**src/rtl/qra_mul.sv**
```systemverilog
// ----------------------------------------------------------------------------
// Shared multiplier
// Signed 32 by 32 multiplier with a registered 64-bit product, used for
// every product of the sequencer.
// ----------------------------------------------------------------------------
`default_nettype none

module qra_mul (
  input  wire logic               clk,
  input  wire logic signed [31:0] op_a,
  input  wire logic signed [31:0] op_b,
  output logic signed [63:0]      prod_r
);

  // Product is captured every cycle; the sequencer holds the operands until it uses the product.
  always_ff @(posedge clk) begin
    prod_r <= 64'(op_a) * 64'(op_b);
  end

endmodule

`default_nettype wire

```
**config.mk**
```make
export PLATFORM = sky130hd
export DESIGN_NAME = qra_mul
export DESIGN_NICKNAME = d
export VERILOG_FILES = /design/src/rtl/qra_mul.sv
export SDC_FILE = /design/constraint.sdc
export NUM_CORES = 2
export LEC_CHECK = 0
export BUFFER_PORTS_ARGS = -buffer_cell sky130_fd_sc_hd__buf_2
export CAP_MARGIN = 20
export CORE_ASPECT_RATIO = 1.75
export CORE_MARGIN = 1
export CORE_UTILIZATION = 50
export DETAILED_ROUTE_END_ITERATION = 8
export GPL_TIMING_DRIVEN = 0
export PLACE_DENSITY = 0.75
export RECOVER_POWER = 25
export SLEW_MARGIN = 10
export SYNTH_ARGS = -nofsm -noshare
export SYNTH_HDL_FRONTEND = slang
export SYNTH_SLANG_ARGS = --single-unit
```
**constraint.sdc**
```tcl
create_clock -name clk -period 9.7 [get_ports clk]
set_input_delay 0.97 -clock clk [delete_from_list [all_inputs] [get_ports clk]]
set_output_delay 0.97 -clock clk [all_outputs]
set_load 0.03 [all_outputs]
```
==> impl_metrics.toml <==
[timing]
worst_pin_slew_ns = 1.246
setup_viol = 0
fin_crit_sh_pct = 98.03
rsz0062_at_grt = "false"
finalCriticalPeriod_ns = 9.509
fmax_mhz = 105.2
hold_violations = 0
relSlewSlack_pct = 16.93
drv_slew = 0
fin_ws_ns = 0.1913

[logic_synthesis]
ys.flop_type = "dfxtp_1"
synth_nets = 5215
postSynth.asyncResetShare_pct = 0
synth_area_sq_mm = 0.03724
synth_top_cell_by_area = "fa_1"
synth_commonest_cells = "1082 x fa_1, 952 x inv_1, 516 x and2_1, 511 x nand2_1, 195 x clkbuf_1"
yosysWarnings = 0
synth_edf_count = 0
synth_seq_area_share_pct = 3.440
synthCells = 3884
synth.most_common_cell = "fa_1"
synth.ff_latch_count = 64
synth.distinct_cells = 63
synth_top_cells_by_area = "fa_1 58%, inv_1 9.6%, and2_1 8.7%"
syn_avg_cell_area_sq_um = 9.589
synth_top_area_share_pct = 58.16

[clocking]
cts_tree = "done"
cts_buffer_depth = 2
numCtsBuffers = 9
h-tree-depth = 3
cts-root-buf = "clkbuf_16"
cts_sinks = 64
cts.clk_slew.worst_paths_ns = 0.07

[detailed_routing]
totalWireLength_um = 141800
vias = 28520
via_per_inst = 5.727
wire_per_inst_um = 28.48
first_pass_iters = 5
ant_nets = 0
drc = 0
wl_met1_um = 41020
routed-wl-met3_um = 10820
drt_iter0_markers = 2144
wl_met2_um = 70750
top_layer = "met5"

[worst_setup_path]
arrival_ns = 9.83
startpoint = "op_a[11]"
crit_fanout = 11
endpoint_kind = "register"
crit_type = "in2reg"
endpoint = "prod_r[63]$_DFF_P_"
cp.required_ns = 10.02
worst_setup_path_start_kind = "input port"

[place]
io_buffer_count = 128
place_area_sq_mm = 0.03907
globalplace.congestion = 1.085
hpwlAfterDp_um = 121700
pre_cts_ws_ns = -1.486

[final_layout]
register_area_sq_mm = 0.001281
post-route-util_pct = 53.44
largest_register_ff_count = 64
areaGrowthSynthToFinish_pct = 5.930
drive_above_1_share_pct = 4.096
multi_input_area_sq_mm = 0.03165
regMostFlops = "prod_r"
final_area_sq_mm = 0.03945
fin_nets = 5355
fillers = 6751
biggestRegsByFlops = "prod_r x64"

[floorplan]
die_area_sq_mm = 0.07562
fp.dieW_um = 208.3
num_rows = 132
io_pins = 129
chipHeight_um = 363.0
initial_core_util_pct = 50.45
core-area_sq_mm = 0.07383

[job]
drv_cap = 0

[global_route]
grt_pass1_wl_um = 206900
grt_pass1_vias = 31870
grt_usage_pct = 39.60
grt_max_degree = 23
grt_overflow = 0
antenna_found_initial = 19

[min_path]
hp-class = "in2reg"

[outcome]
run_status = "completed"
==> per-layer routing <==
metal	vias to the layer above	GRT usage [%]
li1	11350	-
met4	10	43.08
met1	14860	37.35
met3	725	8.628
met5	-	0
met2	1580	68.14
==> stage by stage <==
stage | hold slack (ns) | std cells | TNS (ns)
2_1_floorplan | 1.097 | 3884 | 0
3_3_place_gp | 1.404 | 4950 | -11.39
3_5_place_dp | 1.403 | 4951 | -9.956
4_1_cts | 1.128 | 4967 | 0
5_1_grt | 1.158 | 4968 | 0
6_report | 1.150 | 4980 | 0
==> worst min-delay path by stage <==
| stage | startpoint | to | cells after the start |
|---|---|---|---|
| 2_1_floorplan | op_b[0] | prod_r[0]$_DFF_P_ | 1 |
| 3_3_place_gp | prod_r[34]$_DFF_P_ | prod_r[34] | 1 |
| 3_5_place_dp | prod_r[53]$_DFF_P_ | prod_r[53] | 1 |
| 4_1_cts | op_b[1] | prod_r[1]$_DFF_P_ | 3 |
| 5_1_grt | op_b[1] | prod_r[1]$_DFF_P_ | 3 |
| 6_report | op_b[1] | prod_r[1]$_DFF_P_ | 3 |
==> logic make-up (layout without fill, tap and decap cells) <==
group	Yosys count	count (layout)	synth area share, %
flip-flops	64	64	3.440
adder cells (fa/ha/maj)	1266	1266	64.34
other	0	14	0
AO/OA/AOI/OAI	193	193	3.464
buffers and inverters	1152	1296	11.62
XOR/XNOR	75	75	1.764
AND/OR/NAND/NOR	1134	1134	15.37
==> cell usage in the layout (no fill, tap or decap), drive strengths merged, types with 22 or more instances in the layout <==
cell / Yosys / layout
nor2: 42 / 42
inv: 952 / 952
a21oi: 68 / 68
xor2: 22 / 22
a21o: 25 / 25
xnor2: 53 / 53
o21ai: 31 / 31
dfxtp: 64 / 64
fa: 1082 / 1082
clkbuf: 195 / 229
ha: 184 / 184
and2: 516 / 516
nand2: 511 / 511
buf: 5 / 108
==> final cells by class <==
type	count	share of cell area, %
inverters	952	9.058
clock buffers	10	0.5804
multi-input cells	2668	80.23
repair buffers	133	1.643
flip-flops and latches	64	3.248
clock inverters	5	0.2093
well taps	938	2.975
plain buffers	196	1.966
diodes	14	0.08880
==> critical path: stages <==
cell and delay (ns):
buf_2 0.17, clkdlybuf4s15_1 0.64, and2_1 0.37, fa_1 0.46, fa_1 0.47, fa_1 0.54
inv_1 0.06, fa_1 0.47, inv_1 0.05, fa_1 0.50, inv_1 0.06, fa_1 0.53
inv_1 0.06, fa_1 0.50, fa_1 0.42, ha_1 0.49, nand2_1 0.08, o21ai_0 0.56
a221oi_1 0.20, o21ai_2 0.26, nand3_1 0.20, a211oi_2 0.67, a311oi_1 0.26, buf_4 0.23
o31ai_1 0.30, a21oi_1 0.15, xnor2_1 0.14
==> what timing repair did <==
action                                  in CTS  in global routing
setup buffers                                2                  0
pin swaps                                    1                  0
hold buffers                                 0                  0
cloned                                       0                  0
endpoints found under the setup margin       9                  7
resized for setup                            2                 53
Power is left out: the tool's default activity adds up to more than one toggle a clock period on the data nets, which glitch-free logic cannot reach.
